## config.mk

```make
export PLATFORM = sky130hd
export DESIGN_NAME = imu_fwd_ctrl
export DESIGN_NICKNAME = d
export VERILOG_FILES = /design/src/rtl/imu_fwd_pkg.sv /design/src/rtl/imu_fwd_ctrl.sv
export SDC_FILE = /design/constraint.sdc
export NUM_CORES = 1
export LEC_CHECK = 0
export ABC_AREA = 1
export BUFFER_PORTS_ARGS = -buffer_cell sky130_fd_sc_hd__buf_2
export CAP_MARGIN = 20
export CORE_MARGIN = 3
export CORE_UTILIZATION = 45
export DETAILED_ROUTE_END_ITERATION = 7
export PLACE_DENSITY_LB_ADDON = 0.08
export SYNTH_ARGS = -nofsm -noshare
export SYNTH_HDL_FRONTEND = slang
export SYNTH_SLANG_ARGS = --single-unit
```

## constraint.sdc

```tcl
create_clock -name i_clk -period 1.6 [get_ports i_clk]
set_input_delay 0.32 -clock i_clk [delete_from_list [all_inputs] [get_ports i_clk]]
set_output_delay 0.32 -clock i_clk [all_outputs]
set_load 0.01 [all_outputs]
```

## src/rtl/imu_fwd_pkg.sv

```systemverilog
package imu_fwd_pkg;

    localparam logic [4:0] TAG_GYRO  = 5'd1;
    localparam logic [4:0] TAG_ACCEL = 5'd2;
    localparam logic [4:0] TAG_ROT   = 5'd19;

    localparam logic CFG_GYRO  = 1'b0;
    localparam logic CFG_ACCEL = 1'b1;

    localparam logic [31:0] GYRO_RESET  = 32'd327953;
    localparam logic [31:0] ACCEL_RESET = 32'd25692752;

    localparam int AXES       = 3;
    localparam int SQRT_STEPS = 32;
    localparam int DIV_STEPS  = 31;

    typedef struct packed {
        logic [4:0]         sample_tag;
        logic signed [15:0] word_x;
        logic signed [15:0] word_y;
        logic signed [15:0] word_z;
    } t_in_item;

    typedef struct packed {
        logic signed [31:0] rate_x;
        logic signed [31:0] rate_y;
        logic signed [31:0] rate_z;
        logic signed [31:0] accel_x;
        logic signed [31:0] accel_y;
        logic signed [31:0] accel_z;
        logic signed [31:0] quat_x;
        logic signed [31:0] quat_y;
        logic signed [31:0] quat_z;
        logic [30:0]        quat_w;
        logic               tag_known;
    } t_out_item;

    typedef enum logic [1:0] {
        KIND_NONE,
        KIND_GYRO,
        KIND_ACCEL,
        KIND_ROT
    } t_kind;

    typedef struct packed {
        logic       cap;
        logic       mul_go;
        logic [1:0] idx;
        logic       sqrt_init;
        logic       sqrt_step;
        logic       quat_small_wr;
        logic       div_init;
        logic       div_step;
        logic       div_wr;
        logic       out_load;
    } t_cmd;

    typedef struct packed {
        t_kind kind;
        logic  small_fit;
        logic  out_free;
    } t_status;

endpackage

```

## src/rtl/imu_fwd_ctrl.sv

```systemverilog
module imu_fwd_ctrl (
    input  logic                  i_clk,
    input  logic                  i_rst_n,
    input  logic                  i_in_valid,
    output logic                  o_in_ready,
    input  imu_fwd_pkg::t_status  i_status,
    output imu_fwd_pkg::t_cmd     o_cmd
);
    import imu_fwd_pkg::*;

    typedef enum logic [3:0] {
        S_IDLE,
        S_CLASS,
        S_MUL,
        S_SQINIT,
        S_SQRT,
        S_QSEL,
        S_DIV_INIT,
        S_DIV,
        S_DIV_WR,
        S_OUT
    } t_state;

    t_state     r_state;
    logic [4:0] r_cnt;
    logic [1:0] r_idx;

    assign o_in_ready = (r_state == S_IDLE);

    always_comb begin
        o_cmd = '0;
        o_cmd.idx = r_idx;
        case (r_state)
            S_IDLE: begin
                o_cmd.cap = i_in_valid;
            end
            S_MUL: begin
                o_cmd.mul_go = (r_cnt < 5'(AXES));
                o_cmd.idx    = r_cnt[1:0];
            end
            S_SQINIT: begin
                o_cmd.sqrt_init = 1'b1;
            end
            S_SQRT: begin
                o_cmd.sqrt_step = 1'b1;
            end
            S_QSEL: begin
                o_cmd.quat_small_wr = i_status.small_fit;
            end
            S_DIV_INIT: begin
                o_cmd.div_init = 1'b1;
            end
            S_DIV: begin
                o_cmd.div_step = 1'b1;
            end
            S_DIV_WR: begin
                o_cmd.div_wr = 1'b1;
            end
            S_OUT: begin
                o_cmd.out_load = i_status.out_free;
            end
            default: begin
                o_cmd = '0;
            end
        endcase
    end

    always_ff @(posedge i_clk) begin
        if (!i_rst_n) begin
            r_state <= S_IDLE;
            r_cnt   <= '0;
            r_idx   <= '0;
        end else begin
            case (r_state)
                S_IDLE: begin
                    if (i_in_valid) r_state <= S_CLASS;
                end
                S_CLASS: begin
                    r_cnt <= '0;
                    if (i_status.kind == KIND_NONE) r_state <= S_OUT;
                    else r_state <= S_MUL;
                end
                S_MUL: begin
                    r_cnt <= r_cnt + 5'd1;
                    if (r_cnt == 5'(AXES)) begin
                        r_cnt <= '0;
                        if (i_status.kind == KIND_ROT) r_state <= S_SQINIT;
                        else r_state <= S_OUT;
                    end
                end
                S_SQINIT: begin
                    r_cnt   <= '0;
                    r_state <= S_SQRT;
                end
                S_SQRT: begin
                    r_cnt <= r_cnt + 5'd1;
                    if (r_cnt == 5'(SQRT_STEPS - 1)) r_state <= S_QSEL;
                end
                S_QSEL: begin
                    r_idx <= '0;
                    if (i_status.small_fit) r_state <= S_OUT;
                    else r_state <= S_DIV_INIT;
                end
                S_DIV_INIT: begin
                    r_cnt   <= '0;
                    r_state <= S_DIV;
                end
                S_DIV: begin
                    r_cnt <= r_cnt + 5'd1;
                    if (r_cnt == 5'(DIV_STEPS - 1)) r_state <= S_DIV_WR;
                end
                S_DIV_WR: begin
                    if (r_idx == 2'(AXES - 1)) begin
                        r_state <= S_OUT;
                    end else begin
                        r_idx   <= r_idx + 2'd1;
                        r_state <= S_DIV_INIT;
                    end
                end
                S_OUT: begin
                    if (i_status.out_free) r_state <= S_IDLE;
                end
                default: begin
                    r_state <= S_IDLE;
                end
            endcase
        end
    end

endmodule

```

==> results.md <==
| Stage | Item | This run |
|:---|:---|:---|
| timing | Final hold violation count | 0 |
| power | Cell internal pwr | 1.06 mW |
| yosys | Number of unique standard cell types used by synthesis | 22 |
| yosys | FF+latch count, synth | 11 |
| clock tree | Source-to-sink clock delay at the later pin of the worst-skew pair | 0.27 ns |
| clock tree | Total clock sinks | 11 |
| power | Post-layout power | 2.11 mW |
| yosys | Post-Synthesis Mean Instance Area | 5.92 um^2 |
| drt | Number of design-rule violations left by the first detailed-router iteration | 46 |
| power | Proportion of power drawn by combinational gates | 70.2% |
| timing | Worst clock skew | 0.00335 ns |
| global routing | GRT busiest layer | met2 |
| die | Initial Util | 49.7% |
| drt | Post-detailed-route wirelength per cell | 13.5 um |
| setup path | Worst setup EP type | output pin |
| worst hold path | Path category of the worst min-delay check | input port to register |
| timing | Tightest slew margin relative to the limit | 76.7% |
| drt | Final antenna-violating net count | 0 |
| drt | Vias post-DR | 1154 |
| cells and area | Net count of the finished layout | 202 |
| die | Row count | 15 |
| yosys | Share of synthesized area occupied by flip-flops and latches | 24.6% |
| die | IO Count | 19 |
| global routing | Initial antenna violation count | 0 |
| placement | Total instance count after detailed placement | 200 |
| setup path | Biggest fanout along the worst timing path | 4 |
| timing | Period Utilization, post-route | 105% |
| placement | IO Port Bufs | 18 |
| cells and area | Share of final-layout standard cells stronger than drive strength 1 | 39.5% |
| timing | Final worst path period need | 1.68 ns |
| cells and area | Antenna cell count | 0 |
| global routing | Met3 track utilization from global routing | 5.93% |
| setup path | Required time of the critical path | 1.28 ns |
| worst hold path | Hold-critical path depth | 3 |
| drt | DRC violations left | 0 |
| setup path | Length in cells of the worst reg-to-reg path | 11 |
| cells and area | Final Non-Filler Cells | 215 |
| global routing | Met2 global-route usage | 41.3% |
| clock tree | CTS Hold Buffers Added | 0 |
| drt | Via density | 5.37 |
| placement | Placer congestion estimate | 0.921 |
| cells and area | Synthesis-to-finish area growth | 47.6% |
| timing | Upper clock frequency limit | 595 MHz |
| setup path | Worst Path Arrival | 1.36 ns |
| timing | Transition time at the pin with the least slew margin | 0.349 ns |
| yosys | Area of the mapped netlist | 895 um^2 |
| clock tree | Clock tree from TritonCTS | yes |
| power | Power density over cell area | 1600 nW/um^2 |
| placement | Half-perimeter wire length of the detailed placement result | 1.99 mm |
| global routing | GR Util All Layers | 24.2% |
| global routing | Via count of the first global-routing pass | 1059 |
| global routing | Global route overflow | 0 |
| power | Leakage dissipation | 0.668 nW |
| power | Switching share of power | 49.7% |
| power | Peak supply drop | 0.00100 V |
| clock tree | Number of levels in the clock H-tree | 1 |
| die | Core region area | 1800 um^2 |
| die | Overall die width | 50.6 um |
| run status | Violated checks | setup timing |
| power | Switching component of the power | 1.05 mW |
| global routing | Pin count of the biggest net entering global routing | 9 |
| drt | Routed Wire Length | 2.89 mm |
| clock tree | Clk root buf | clkbuf_4 |
| power | Seq pwr share | 20.6% |
| drt | TritonRoute pass-1 iters | 6 |
| global routing | First-pass GRT wire length | 4.66 mm |
| cells and area | Top library cells by usage in the layout, fill and taps aside | nand2_1 (39), buf_2 (18), inv_1 (17) |
| clock tree | CTS buffer count | 3 |
| timing | Setup slack of the critical path after layout | -0.0807 ns |
| die | Full die area | 2560 um^2 |
| cells and area | Most common cell after layout, fill and taps aside | nand2_1 |
| yosys | Cells after synthesis | 151 |
| job | Number of maximum-capacitance violations | 0 |
| clock tree | Clock-pin slew reported for the worst setup and hold paths after clock tree synthesis | 0.07 ns |
| yosys | Net count of the mapped netlist | 162 |
| clock tree | Maximum number of buffers from clock root to sink | 2 |
| setup path | Critical path class | register to output pin |
| yosys | Total of warnings raised by yosys | 0 |
| power | Relative contribution of the clock network to total power | 9.1% |
| global routing | Met1 layer usage reported by global route | 28.6% |
| run status | Result of the run | complete, but fails checks |
| placement | Worst-case setup slack after placement | 0.00684 ns |
| timing | RSZ-0062 raised after global routing | true |
| setup path | Critical path launch point type | register |
| timing | Total count of max-transition violations in the final report | 0 |
| die | Vert. Die Dim | 50.6 um |
| timing | Final setup viols | 2 |
-- through the flow --
step | hold slack (ns) | instance area [um^2] | utilization (%) | TNS, ns
2_1_floorplan | 0.458 | 895 | - | 0
3_3_place_gp | 0.499 | 1060 | 59.0 | 0
3_5_place_dp | 0.500 | 1060 | 59.0 | 0
4_1_cts | 0.322 | 1210 | 67.0 | -0.0532
5_1_grt | 0.335 | 1320 | 73.3 | -0.506
6_report | 0.324 | 1320 | 73.3 | -0.161
-- per-layer routing --
layer  routed length, um  up-vias
met5                   0        -
met3                 199        6
met2                1470       48
met4                  40        0
li1                    -      569
met1                1180      531
-- Yosys cell counts, drive strengths merged --
cell type | instances | area [um^2]
nand2 | 44 | 170
nor2 | 24 | 113
inv | 23 | 86.3
nand3 | 12 | 65.1
a21oi | 11 | 55.1
dfxtp | 11 | 220
o21ai | 7 | 35.0
ha | 4 | 50.1
nand4 | 4 | 25.0
nand3b | 3 | 22.5
o22ai | 2 | 12.5
a211oi | 1 | 7.51
buf | 1 | 5.00
nor3 | 1 | 5.00
nor4 | 1 | 6.26
o211ai | 1 | 7.51
xor2 | 1 | 8.76
-- state kept, by name, summed over array words and instances (netlist names) --
| signal | count |
|---|---|
| r_cnt | 5 |
| r_state | 4 |
| r_idx | 2 |
-- repair_timing --
item	CTS	global route
buffers inserted	7	4
pin swaps	2	10
setup endpoints to repair	5	15
gates resized for setup	22	22
-- power by group through the flow --
stage / registers, mW / logic (mW) / clock network [mW]
finish: 0.436 / 1.49 / 0.193
global route: 0.444 / 1.61 / 0.212
CTS: 0.421 / 1.24 / 0.194
detailed placement: 0.406 / 1.06 / 0
global placement: 0.404 / 1.05 / 0
floorplan: 0.402 / 0.717 / 0
-- cells by family (layout without fill, tap and decap cells) --
logic type	count (synthesis)	after routing	share of synthesized area, %
AO/OA/AOI/OAI	22	22	13.1
XOR/XNOR	1	1	0.979
adder cells (fa/ha/maj)	4	4	5.59
buffers and inverters	24	63	10.2
AND/OR/NAND/NOR	89	89	45.5
flip-flops	11	11	24.6
-- path summary, 6_finish.rpt --
path                              endpoint  startpoint  slack [ns]
worst max register to register  r_state[2]    r_cnt[0]        0.08
worst min register to register    r_cnt[3]    r_cnt[3]        0.50
worst max-delay path              o_cmd[9]  r_state[2]       -0.08
worst min-delay path              r_idx[0]     i_rst_n        0.32
-- layout make-up --
class	count	area, um^2
fill	156	482
multi-input combinational	116	686
clock buffer	4	26.3
timing repair buffer	36	241
inverter	23	98.8
sequential	11	236
tap	25	31.3
-- worst max-delay path: stages (launching register included) --
cell	delay [ns]
dfxtp_4	0.38
inv_6	0.08
nand2_8	0.06
nor2_4	0.09
inv_2	0.06
a211oi_2	0.24
buf_2	0.17
(Power assumes the default switching activity.)
